## config.mk

```make
export PLATFORM = sky130hd
export DESIGN_NAME = port_knock_gate_flat
export DESIGN_NICKNAME = d
export VERILOG_FILES = /design/src/rtl/pknock_pkg.sv /design/src/rtl/pknock_in_if.sv /design/src/rtl/pknock_out_if.sv /design/src/rtl/pknock_cfg_if.sv /design/src/rtl/port_knock_gate.sv /design/src/flat_wrapper.sv
export SDC_FILE = /design/constraint.sdc
export NUM_CORES = 1
export LEC_CHECK = 0
export BUFFER_PORTS_ARGS = -buffer_cell sky130_fd_sc_hd__buf_2
export CORE_ASPECT_RATIO = 1.25
export CORE_MARGIN = 3
export CORE_UTILIZATION = 53
export CTS_CLUSTER_DIAMETER = 40
export DETAILED_ROUTE_END_ITERATION = 8
export PLACE_DENSITY = 0.81
export SYNTH_ARGS = -nofsm -noshare
export SYNTH_HDL_FRONTEND = slang
export SYNTH_SLANG_ARGS = --single-unit
```

## constraint.sdc

```tcl
create_clock -name clk -period 16.05 [get_ports clk]
set_input_delay 2.4075 -clock clk [delete_from_list [all_inputs] [get_ports clk]]
set_output_delay 2.4075 -clock clk [all_outputs]
set_load 0.005 [all_outputs]
```

## src/rtl/pknock_pkg.sv

```systemverilog
// ----------------------------------------------------------------------------
// Port knock gate package
// Widths, limits, register indexes and reset values shared by the gate files.
// ----------------------------------------------------------------------------
`default_nettype none

package pknock_pkg;

	localparam int unsigned MAX_KNOCKS = 10;
	localparam int unsigned TICK_W     = 32;
	localparam int unsigned PORT_W     = 16;
	localparam int unsigned IDX_W      = 4;
	localparam int unsigned CFG_IDX_W  = 3;
	localparam int unsigned CFG_DATA_W = 64;

	typedef logic [PORT_W-1:0]     port_t;
	typedef logic [TICK_W-1:0]     tick_t;
	typedef logic [IDX_W-1:0]      knock_idx_t;
	typedef logic [CFG_IDX_W-1:0]  cfg_idx_t;
	typedef logic [CFG_DATA_W-1:0] cfg_data_t;

	localparam cfg_idx_t CFG_PROTECTED_PORT   = 3'd0;
	localparam cfg_idx_t CFG_TIMEOUT_TICKS    = 3'd1;
	localparam cfg_idx_t CFG_SEQUENCE_LENGTH  = 3'd2;
	localparam cfg_idx_t CFG_KNOCK_PORTS_LOW  = 3'd3;
	localparam cfg_idx_t CFG_KNOCK_PORTS_MID  = 3'd4;
	localparam cfg_idx_t CFG_KNOCK_PORTS_HIGH = 3'd5;

	localparam port_t             RST_PROTECTED_PORT   = 16'd22;
	localparam tick_t             RST_TIMEOUT_TICKS    = 32'd5000;
	localparam knock_idx_t        RST_SEQUENCE_LENGTH  = 4'd3;
	localparam logic [63:0]       RST_KNOCK_PORTS_LOW  = 64'h0000_115C_10E1_04D2;
	localparam logic [63:0]       RST_KNOCK_PORTS_MID  = 64'h0;
	localparam logic [31:0]       RST_KNOCK_PORTS_HIGH = 32'h0;

	localparam knock_idx_t LEN_MIN = 4'd1;
	localparam knock_idx_t LEN_MAX = knock_idx_t'(MAX_KNOCKS);

endpackage

`default_nettype wire

```

## src/rtl/pknock_in_if.sv

```systemverilog
// ----------------------------------------------------------------------------
// Port knock gate packet channel
// Valid/ready channel carrying one packet header summary per request.
// ----------------------------------------------------------------------------
`default_nettype none

interface pknock_in_if;
	logic                  valid;
	logic                  ready;
	logic                  is_tcp;
	pknock_pkg::port_t     dest_port;
	pknock_pkg::tick_t     now_tick;

	modport source (output valid, output is_tcp, output dest_port, output now_tick,
		input ready);
	modport sink (input valid, input is_tcp, input dest_port, input now_tick,
		output ready);
endinterface

`default_nettype wire

```

## src/rtl/pknock_out_if.sv

```systemverilog
// ----------------------------------------------------------------------------
// Port knock gate verdict channel
// Valid/ready channel carrying the accept verdict and gate state per request.
// ----------------------------------------------------------------------------
`default_nettype none

interface pknock_out_if;
	logic valid;
	logic ready;
	logic accept;
	logic gate_is_open;

	modport source (output valid, output accept, output gate_is_open, input ready);
	modport sink (input valid, input accept, input gate_is_open, output ready);
endinterface

`default_nettype wire

```

## src/rtl/pknock_cfg_if.sv

```systemverilog
// ----------------------------------------------------------------------------
// Port knock gate configuration channel
// Valid/ready write channel carrying a register index and write data.
// ----------------------------------------------------------------------------
`default_nettype none

interface pknock_cfg_if;
	logic                  valid;
	logic                  ready;
	pknock_pkg::cfg_idx_t  index;
	pknock_pkg::cfg_data_t data;

	modport source (output valid, output index, output data, input ready);
	modport sink (input valid, input index, input data, output ready);
endinterface

`default_nettype wire

```

## src/rtl/port_knock_gate.sv

```systemverilog
// ----------------------------------------------------------------------------
// Port knock gate
// Guards one TCP port behind a knock sequence of up to ten ports. Each packet
// request passes an input register and then a result register, which offers
// its verdict; one packet is taken every cycle while the verdict channel is
// not stalled. The gate state (open flag, knock index, last knock tick) is
// read and rewritten in the single cycle a packet leaves the input register,
// which holds the rate at one packet per cycle. Non-TCP packets are accepted;
// TCP packets to the protected port pass only while the gate is open; any
// other TCP packet first applies the timeout, then may advance the sequence.
// Configuration writes are always taken and are meant for idle periods.
// ----------------------------------------------------------------------------
`default_nettype none

module port_knock_gate (
	input  wire              clk,
	input  wire              arst_n,
	pknock_in_if.sink        pkt,
	pknock_out_if.source     res,
	pknock_cfg_if.sink       cfg
);

	// configuration
	pknock_pkg::port_t      prot_port_q;
	pknock_pkg::tick_t      timeout_q;
	pknock_pkg::knock_idx_t seq_len_q;
	logic [63:0]            ports_low_q;
	logic [63:0]            ports_mid_q;
	logic [31:0]            ports_high_q;

	// gate state
	logic                   gate_open_q;
	pknock_pkg::knock_idx_t knock_idx_q;
	pknock_pkg::tick_t      last_tick_q;

	// input stage
	logic                   valid_s1;
	logic                   is_tcp_s1;
	pknock_pkg::port_t      dest_port_s1;
	pknock_pkg::tick_t      now_tick_s1;

	// result stage
	logic                   valid_s2;
	logic                   accept_s2;
	logic                   gate_is_open_s2;

	logic                   advance;
	logic                   hit_prot;
	logic                   do_knock;
	logic                   expired;
	pknock_pkg::knock_idx_t eff_len;
	pknock_pkg::knock_idx_t idx_base;
	pknock_pkg::knock_idx_t idx_inc;
	logic                   gate_base;
	pknock_pkg::tick_t      last_base;
	pknock_pkg::port_t      slot_port;
	logic                   match;
	pknock_pkg::knock_idx_t idx_next;
	logic                   gate_next;
	pknock_pkg::tick_t      last_next;
	logic                   accept_c;
	logic                   gate_is_open_c;

	assign cfg.ready = 1'b1;

	always_ff @(posedge clk or negedge arst_n) begin
		if (!arst_n) begin
			prot_port_q  <= pknock_pkg::RST_PROTECTED_PORT;
			timeout_q    <= pknock_pkg::RST_TIMEOUT_TICKS;
			seq_len_q    <= pknock_pkg::RST_SEQUENCE_LENGTH;
			ports_low_q  <= pknock_pkg::RST_KNOCK_PORTS_LOW;
			ports_mid_q  <= pknock_pkg::RST_KNOCK_PORTS_MID;
			ports_high_q <= pknock_pkg::RST_KNOCK_PORTS_HIGH;
		end else if (cfg.valid) begin
			case (cfg.index)
				pknock_pkg::CFG_PROTECTED_PORT:   prot_port_q  <= cfg.data[15:0];
				pknock_pkg::CFG_TIMEOUT_TICKS:    timeout_q    <= cfg.data[31:0];
				pknock_pkg::CFG_SEQUENCE_LENGTH:  seq_len_q    <= cfg.data[3:0];
				pknock_pkg::CFG_KNOCK_PORTS_LOW:  ports_low_q  <= cfg.data;
				pknock_pkg::CFG_KNOCK_PORTS_MID:  ports_mid_q  <= cfg.data;
				pknock_pkg::CFG_KNOCK_PORTS_HIGH: ports_high_q <= cfg.data[31:0];
				default: ;
			endcase
		end
	end

	// handshake: input register refills as soon as it drains
	assign advance   = valid_s1 && (!valid_s2 || res.ready);
	assign pkt.ready = !valid_s1 || advance;

	always_ff @(posedge clk or negedge arst_n) begin
		if (!arst_n) begin
			valid_s1 <= 1'b0;
		end else if (pkt.ready) begin
			valid_s1 <= pkt.valid;
		end
	end

	always_ff @(posedge clk) begin
		if (pkt.valid && pkt.ready) begin
			is_tcp_s1    <= pkt.is_tcp;
			dest_port_s1 <= pkt.dest_port;
			now_tick_s1  <= pkt.now_tick;
		end
	end

	// clamp length to the supported range
	always_comb begin
		if (seq_len_q < pknock_pkg::LEN_MIN) begin
			eff_len = pknock_pkg::LEN_MIN;
		end else if (seq_len_q > pknock_pkg::LEN_MAX) begin
			eff_len = pknock_pkg::LEN_MAX;
		end else begin
			eff_len = seq_len_q;
		end
	end

	assign hit_prot = is_tcp_s1 && (dest_port_s1 == prot_port_q);
	assign do_knock = is_tcp_s1 && !hit_prot;
	assign expired  = (now_tick_s1 - last_tick_q) > timeout_q;

	assign idx_base  = expired ? '0 : knock_idx_q;
	assign gate_base = expired ? 1'b0 : gate_open_q;
	assign last_base = expired ? '0 : last_tick_q;
	assign idx_inc   = idx_base + 4'd1;

	always_comb begin
		case (idx_base)
			4'd0:    slot_port = ports_low_q[15:0];
			4'd1:    slot_port = ports_low_q[31:16];
			4'd2:    slot_port = ports_low_q[47:32];
			4'd3:    slot_port = ports_low_q[63:48];
			4'd4:    slot_port = ports_mid_q[15:0];
			4'd5:    slot_port = ports_mid_q[31:16];
			4'd6:    slot_port = ports_mid_q[47:32];
			4'd7:    slot_port = ports_mid_q[63:48];
			4'd8:    slot_port = ports_high_q[15:0];
			4'd9:    slot_port = ports_high_q[31:16];
			default: slot_port = '0;
		endcase
	end

	assign match     = (idx_base < eff_len) && (dest_port_s1 == slot_port);
	assign idx_next  = match ? idx_inc : idx_base;
	assign gate_next = (match && (idx_inc >= eff_len)) ? 1'b1 : gate_base;
	assign last_next = match ? now_tick_s1 : last_base;

	assign accept_c       = hit_prot ? gate_open_q : 1'b1;
	assign gate_is_open_c = do_knock ? gate_next : gate_open_q;

	always_ff @(posedge clk or negedge arst_n) begin
		if (!arst_n) begin
			gate_open_q <= 1'b0;
			knock_idx_q <= '0;
			last_tick_q <= '0;
		end else if (advance && do_knock) begin
			gate_open_q <= gate_next;
			knock_idx_q <= idx_next;
			last_tick_q <= last_next;
		end
	end

	always_ff @(posedge clk or negedge arst_n) begin
		if (!arst_n) begin
			valid_s2 <= 1'b0;
		end else if (advance) begin
			valid_s2 <= 1'b1;
		end else if (res.ready) begin
			valid_s2 <= 1'b0;
		end
	end

	always_ff @(posedge clk) begin
		if (advance) begin
			accept_s2       <= accept_c;
			gate_is_open_s2 <= gate_is_open_c;
		end
	end

	assign res.valid        = valid_s2;
	assign res.accept       = accept_s2;
	assign res.gate_is_open = gate_is_open_s2;

	a_open_has_index: assert property (@(posedge clk) disable iff (!arst_n)
		gate_open_q |-> (knock_idx_q != '0))
		else $error("gate open with knock index zero");

	a_index_bounded: assert property (@(posedge clk) disable iff (!arst_n)
		knock_idx_q <= pknock_pkg::LEN_MAX)
		else $error("knock index beyond sequence limit");

	a_result_loaded: assert property (@(posedge clk) disable iff (!arst_n)
		advance |=> valid_s2)
		else $error("result register not loaded after advance");

	a_drop_only_closed: assert property (@(posedge clk) disable iff (!arst_n)
		(valid_s1 && !accept_c) |-> (hit_prot && !gate_open_q))
		else $error("packet dropped outside protected port with gate closed");

endmodule

`default_nettype wire
```

## src/flat_wrapper.sv

```systemverilog
// flat-port wrapper written by rule: the top's interface ports become plain ports
module port_knock_gate_flat 
  (clk, arst_n, pkt_valid, pkt_is_tcp, pkt_dest_port, pkt_now_tick, pkt_ready, res_valid, res_accept, res_gate_is_open, res_ready, cfg_valid, cfg_index, cfg_data, cfg_ready);
  pknock_in_if pkt_i ();
  pknock_out_if res_i ();
  pknock_cfg_if cfg_i ();
  input  wire clk;
  input  wire arst_n;
  input wire logic [$bits(pkt_i.valid)-1:0] pkt_valid;
  input wire logic [$bits(pkt_i.is_tcp)-1:0] pkt_is_tcp;
  input wire logic [$bits(pkt_i.dest_port)-1:0] pkt_dest_port;
  input wire logic [$bits(pkt_i.now_tick)-1:0] pkt_now_tick;
  output wire logic [$bits(pkt_i.ready)-1:0] pkt_ready;
  output wire logic [$bits(res_i.valid)-1:0] res_valid;
  output wire logic [$bits(res_i.accept)-1:0] res_accept;
  output wire logic [$bits(res_i.gate_is_open)-1:0] res_gate_is_open;
  input wire logic [$bits(res_i.ready)-1:0] res_ready;
  input wire logic [$bits(cfg_i.valid)-1:0] cfg_valid;
  input wire logic [$bits(cfg_i.index)-1:0] cfg_index;
  input wire logic [$bits(cfg_i.data)-1:0] cfg_data;
  output wire logic [$bits(cfg_i.ready)-1:0] cfg_ready;
  assign pkt_i.valid = pkt_valid;
  assign pkt_i.is_tcp = pkt_is_tcp;
  assign pkt_i.dest_port = pkt_dest_port;
  assign pkt_i.now_tick = pkt_now_tick;
  assign pkt_ready = pkt_i.ready;
  assign res_valid = res_i.valid;
  assign res_accept = res_i.accept;
  assign res_gate_is_open = res_i.gate_is_open;
  assign res_i.ready = res_ready;
  assign cfg_i.valid = cfg_valid;
  assign cfg_i.index = cfg_index;
  assign cfg_i.data = cfg_data;
  assign cfg_ready = cfg_i.ready;
  port_knock_gate u_core (.clk(clk), .arst_n(arst_n), .pkt(pkt_i), .res(res_i), .cfg(cfg_i));
endmodule
```

==> metrics, run 1 <==
status completed; clk_lat worst skew 0.53 ns; Post-Syn Instances 1295; Die X ~160 um; R2R cell count 35; Syn Nets 1492; core footprint 28000 um^2; DRC errors left 0; number of flops mapped to enable cells by yosys 51; Tmin final just over 10 ns; Max Clock Skew 0.0243 ns; via/cell ratio 5.94; fill cell count 2139; setup TNS 0 ns; Setup Buffers After CTS 0; Port Buffers 124; initial antenna violation count 1; final global-route overflow total 0; Routed Antenna Nets 0; total die area 30900 um^2; synth top area cells dfrtp_1 (37%), mux2_2 (13%), edfxtp_1 (10%); Buffers & Inverters on Critical Path 3; H-tree levels 2; Syn-to-layout area delta 13.8%; Pwr per Cell Area 131 nW/um^2; Critical Path Sink Type register; cell area after synthesis 15300 um^2; crit path launch u_core.now_tick_s1[0]; hold crit path type register to register; 1st-pass router iterations 6; Global Route Usage Sum 24.2%; Critical Path Start Type register; WL/cell 20.6 um; TritonCTS clock tree built; WHS Endpoint u_core.ports_mid_q[1]; arrival time worst endpoint 10.50 ns; clk buf depth 3; DPL Wire Length 26.2 mm; IO Count 126; Netlist cell types 74; leakage 7.61 nW; Placer Congestion 0.939; Die Height 196 um; Max Clock Freq 0.0989 GHz; r2r endpoint u_core.knock_idx_q[3]; Reg2Reg Setup Slack around 5.9 ns; Net count, final 1607; layout cell share with drive strength beyond 1 29.1%; Max FO, Critical Path 35; most common cell after layout, fill and taps aside dfrtp_1; ys flop type dfrtp_1; cell taking the most area after synthesis dfrtp_1; Max Cap Viol 0; clock sinks 302; largest net degree at the start of global routing 113; Yosys top cell area share 36.9%; r2r startpoint u_core.now_tick_s1[0]; max incr delay on CP 0.74 ns; worst hold slack 0.509 ns; Initial Util between 50 and 60%; RSZ-0062 raised after global routing false; hold-fix buffers at CTS 0; sequential element share of the synthesized area 51.4%; endpoints failing setup 0; Yosys warnings 0; Final Routed Wirelength 36.9 mm; hold path depth 1; Worst path top cell family by delay simple AND/OR/NAND/NOR gates; final period utilization 63.0%; Util after Layout 62.0%; Worst-Margin Slew 1.10 ns; PostCTS Resize Cnt 0; hold_sp u_core.ports_mid_q[1]; Required @ worst endpoint 16.45 ns; crit path kind register to register; most frequent cells in the layout dfrtp_1 (225), mux2_2 (180), buf_2 (123); CTS Buf Count 36; first-pass GRT wire length 58.9 mm; Crit. path cell count 35; Reg clk slew, reported paths 0.06 ns; DRT iter0 DRCs 904; via count between 10000 and 15000; normalized max-slew margin between 20% and 30%; Root Buffer Master clkbuf_16; Slew Viols, Final 0; ys async rst share a little over 80%; final hold vios 0; slowest cell on the critical path ha_1; post-synthesis average cell area 11.8 um^2; post-synthesis register bit count 302; vias in the first global route 11100; Row Count 68; VDD IR-drop max 0.0927 mV
report_power, final:
| part | switching, mW | total, mW | leakage, nW | internal, mW |
|---|---|---|---|---|
| registers | 0.0863 | 1.01 | 3.53 | 0.919 |
| logic | 0.240 | 0.448 | 3.48 | 0.207 |
| clock network | 0.332 | 0.825 | 0.599 | 0.493 |
flip-flops by register name (all words and copies together), names as in the netlist:
signal	cells
u_core.ports_low_q	64
u_core.ports_mid_q	64
u_core.last_tick_q	32
u_core.now_tick_s1	32
u_core.ports_high_q	32
u_core.timeout_q	32
u_core.dest_port_s1	16
u_core.prot_port_q	16
u_core.knock_idx_q	4
u_core.seq_len_q	4
u_core.gate_open_q	1
u_core.is_tcp_s1	1
u_core.res.accept	1
u_core.res.gate_is_open	1
u_core.res.valid	1
u_core.valid_s1	1
metal layers:
layer	routed length (um)	vias to the layer above	global-route usage [%]
met1	14700	5303	30.8
met2	18300	372	41.0
met3	2340	100	4.04
met4	1540	0	9.58
met5	0	-	0
li1	-	4859	-
cell type report:
cell class                      instances  area [um^2]  area share, %
Sequential cell                       302         7850           45.2
Multi-Input combinational cell        828         6740           38.8
Clock buffer                           49         1030           5.94
Timing Repair Buffer                  132          691           3.98
Tap cell                              350          438           2.52
Inverter                              110          413           2.38
Clock inverter                         16          196           1.13
Antenna cell                            2         5.00         0.0288
through the flow:
step	worst slack, ns	total power, mW	instances	instance area (um^2)
detailed placement	6.01	1.45	1722	16100
CTS	5.95	2.29	1787	17400
floorplan	8.08	1.30	1295	15300
global route	5.29	2.38	1787	17400
finish	5.94	2.28	1789	17400
global placement	6.30	1.43	1722	16100
Yosys cell counts (4+ instances only):
master,n
a211oi_1,5
a21o_1,20
a21oi_1,49
a221oi_1,10
a222oi_1,14
a22o_1,7
a22oi_1,36
and2_1,6
and3_1,9
buf_2,5
buf_6,8
clkbuf_1,40
dfrtp_1,225
dfstp_2,26
edfxtp_1,51
ha_1,75
inv_1,110
mux2_2,180
mux2i_1,34
nand2_1,95
nand2b_1,14
nand3_1,29
nand3b_1,4
nand4_1,10
nor2_1,29
nor2b_1,9
nor3_1,10
nor3b_1,7
nor4_1,7
o21a_1,4
o21ai_0,53
o21bai_1,4
xnor2_1,20
xor2_1,34
kinds of logic after synthesis:
family	synth area share, %
muxes	15.6
xor gates and xnor gates	3.10
AOI/OAI and AO/OA	10.2
other	0.0246
and+or+nand+nor	8.81
adders and majority gates	6.35
DFF	51.4
buffers and inverters	4.52
how the worst max path moves through the flow:
stage	to	slack (ns)
3_3_place_gp	u_core.knock_idx_q[3]	6.30
2_1_floorplan	u_core.knock_idx_q[3]	8.08
3_5_place_dp	u_core.knock_idx_q[3]	6.01
5_1_grt	u_core.knock_idx_q[3]	5.29
6_report	u_core.knock_idx_q[3]	5.94
4_1_cts	u_core.knock_idx_q[3]	5.95
Note: power is estimated with default switching activity, not from simulation.
==> inputs of run 2 (changes only) <==
- ABC_AREA: unset -> 1
- PLACE_DENSITY: 0.81 -> 0.84
- clock period: 16.05 -> 8.2 ns (I/O delays scaled with it)
==> run 2 against run 1 <==
  * Combinational power grew 44%
  * Sequential power grew 90%
  * Worst hold slack lost 0.026 ns
  * Clock skew shrank 0.011 ns
  * Routed wire length grew 19%
  * Final area grew 3.7%
  * Clock power grew 110%
  * Worst setup slack lost 5.2 ns
  * Critical path type unchanged
  * Highest routed layer unchanged
==> metrics, run 2 <==
setup TNS 0 ns; Pwr per Cell Area approximately 240 nW/um^2; Slew Viols, Final 0; H-tree levels 2; most frequent cells in the layout nand2_1 (587), inv_1 (238), o21ai_0 (230); 1st-pass router iterations 6; switching pwr 1.27 mW; vias in the first global route 13400; Max Cap Viol 0; ys flop type dfrtp_1; hold-fix buffers at CTS 0; cell taking the most area after synthesis dfrtp_1; Tmin final 7.49 ns; DPL Wire Length 31.2 mm; Final Routed Wirelength 44.1 mm; r2r startpoint u_core.now_tick_s1[2]; clock sinks 302; Yosys top cell area share 35.9%; top-count cell post-synth nand2_1; most common cell after layout, fill and taps aside nand2_1; clk_lat worst skew 0.53 ns; Global Route Usage Sum 27.7%; Initial Util 54.4%; via/cell ratio 5.40; synth top area cells dfrtp_1 (36%), nand2_1 (14%), edfxtp_1 (9.8%); slowest cell on the critical path edfxtp_1; clock share of power 40.4%; max incr delay on CP 0.39 ns; most common library cells after synthesis nand2_1 (588), inv_1 (240), o21ai_0 (231), dfrtp_1 (225), nand3_1 (128); clk buf depth 3; hold path depth 2; WL/cell 17.9 um; IO Count 126; internal power 3.04 mW; crit path launch u_core.now_tick_s1[2]; CTS Buf Count 41; DRC errors left 0; TritonCTS clock tree built; core footprint 28800 um^2; final hold vios 0; RSZ-0062 raised after global routing false; initial antenna violation count 0; ys async rst share 83.1%; layout cell share with drive strength beyond 1 13.4%; Pwr Total 4.30 mW; Placer Congestion 1.01; first-pass GRT wire length 69.4 mm; R2R cell count 40; Routed Antenna Nets 0; hold crit path type register to register; Net count, final 2238; WHS Endpoint u_core.ports_low_q[46]; Critical Path Sink Type register; Row Count 69; Die Height a little under 200 um; Max FO, Critical Path 29; Sequential Power Share between 40 and 50%; via count 13300; Worst-Margin Slew ~1.2 ns; switch share 29.4%; Reg2Reg Setup Slack 0.71 ns; fill cell count 2466; VDD IR-drop max 0.169 mV; Syn Nets 2119; number of flops mapped to enable cells by yosys 51; Critical Path Start Type register; status completed; Yosys warnings 0; final global-route overflow total 0; Non-Filler Instances 2464; Die X roughly 160 um; largest net degree at the start of global routing 129; r2r endpoint u_core.res.gate_is_open; Port Buffers about 120; leakage roughly 9.3 nW; Placed Cells 2383; arrival time worst endpoint about 7.8 ns; Logic pwr share around 15%; Crit path top cell by count nand2_1; post-synthesis average cell area 8.16 um^2; worst hold slack just under 0.5 ns; Required @ worst endpoint 8.48 ns; Max Clock Freq 0.134 GHz; hold_sp u_core.ports_low_q[46]; crit path kind register to register; Root Buffer Master clkbuf_16; Reg clk slew, reported paths ~0.060 ns; sequential element share of the synthesized area 50.0%; DRT iter0 DRCs ~1300; endpoints failing setup 0; normalized max-slew margin approximately 21%; top flop regs u_core.ports_low_q (64), u_core.ports_mid_q (64); Post-Syn Instances 1922; Syn-to-layout area delta 14.8%; Netlist cell types 44; total die area 31700 um^2; Max Clock Skew 0.0138 ns; final period utilization between 90% and 100%; cell area after synthesis 15700 um^2; post-synthesis register bit count around 300; n_diodes 0
## run 2: power groups by stage
| stage | Sequential (mW) | Clock [mW] | Combinational (mW) |
|---|---|---|---|
| finish | 1.92 | 1.74 | 0.645 |
| global route | 1.94 | 1.82 | 0.753 |
| CTS | 1.91 | 1.76 | 0.647 |
| detailed placement | 1.93 | 0 | 0.639 |
| global placement | 1.93 | 0 | 0.607 |
| floorplan | 1.88 | 0 | 0.450 |
## run 2: critical path, delay by kind of cell, from the launching register on
kind,cells,cell delay (ns)
buffers and inverters,5,1.06
XOR/XNOR,2,0.27
AND/OR/NAND/NOR,20,2.37
adder cells (fa/ha/maj),3,0.88
AO/OA/AOI/OAI,10,2.26
flip-flops,1,0.39
## run 2: through the flow
step | utilization (%) | cell area, um^2 | setup slack [ns]
after global routing | 62.5 | 18000 | 0.00495
after detailed placement | 57.7 | 16600 | 0.561
final | 62.5 | 18000 | 0.710
after CTS | 62.3 | 18000 | 0.490
after global placement | 57.7 | 16600 | 0.752
after floorplan | - | 15700 | 1.83
## run 2: area by class of cell
class / count / area (um^2) / area share [%]
Sequential cell: 302 / 7850 / 43.6
Inverter: 246 / 927 / 5.15
Clock inverter: 27 / 245 / 1.36
Timing Repair Buffer: 147 / 803 / 4.46
Multi-Input combinational cell: 1303 / 6600 / 36.7
Clock buffer: 49 / 1100 / 6.10
Tap cell: 390 / 488 / 2.71
## run 2: logic make-up after synthesis
family / after synthesis / synth area share [%]
simple gates: 875 / 23.2
compound gates: 305 / 10.1
fa+ha+maj: 76 / 6.11
other cells: 1 / 0.0239
buf+inv: 317 / 8.02
flops: 302 / 50.0
xor+xnor: 46 / 2.57
## run 2: worst max-delay path by stage
stage                                          to  slack (ns)  cells past startpoint
after floorplan            u_core.last_tick_q[13]        1.83                     44
after global placement    u_core.res.gate_is_open        0.75                     44
after detailed placement  u_core.res.gate_is_open        0.56                     44
after CTS                 u_core.res.gate_is_open        0.49                     44
after global routing        u_core.last_tick_q[6]       0.005                     41
final                     u_core.res.gate_is_open        0.71                     40
## run 2: repair_timing
item / CTS / global route
setup endpoints to repair: 0 / 38
gates resized for setup: 0 / 6
buffers inserted: 0 / 5
## run 2: per-layer routing
metal | GRT usage (%) | wire length (um)
met5 | 0 | 0
met4 | 14.6 | 2700
met3 | 4.44 | 2760
met2 | 48.4 | 21800
met1 | 33.3 | 16800
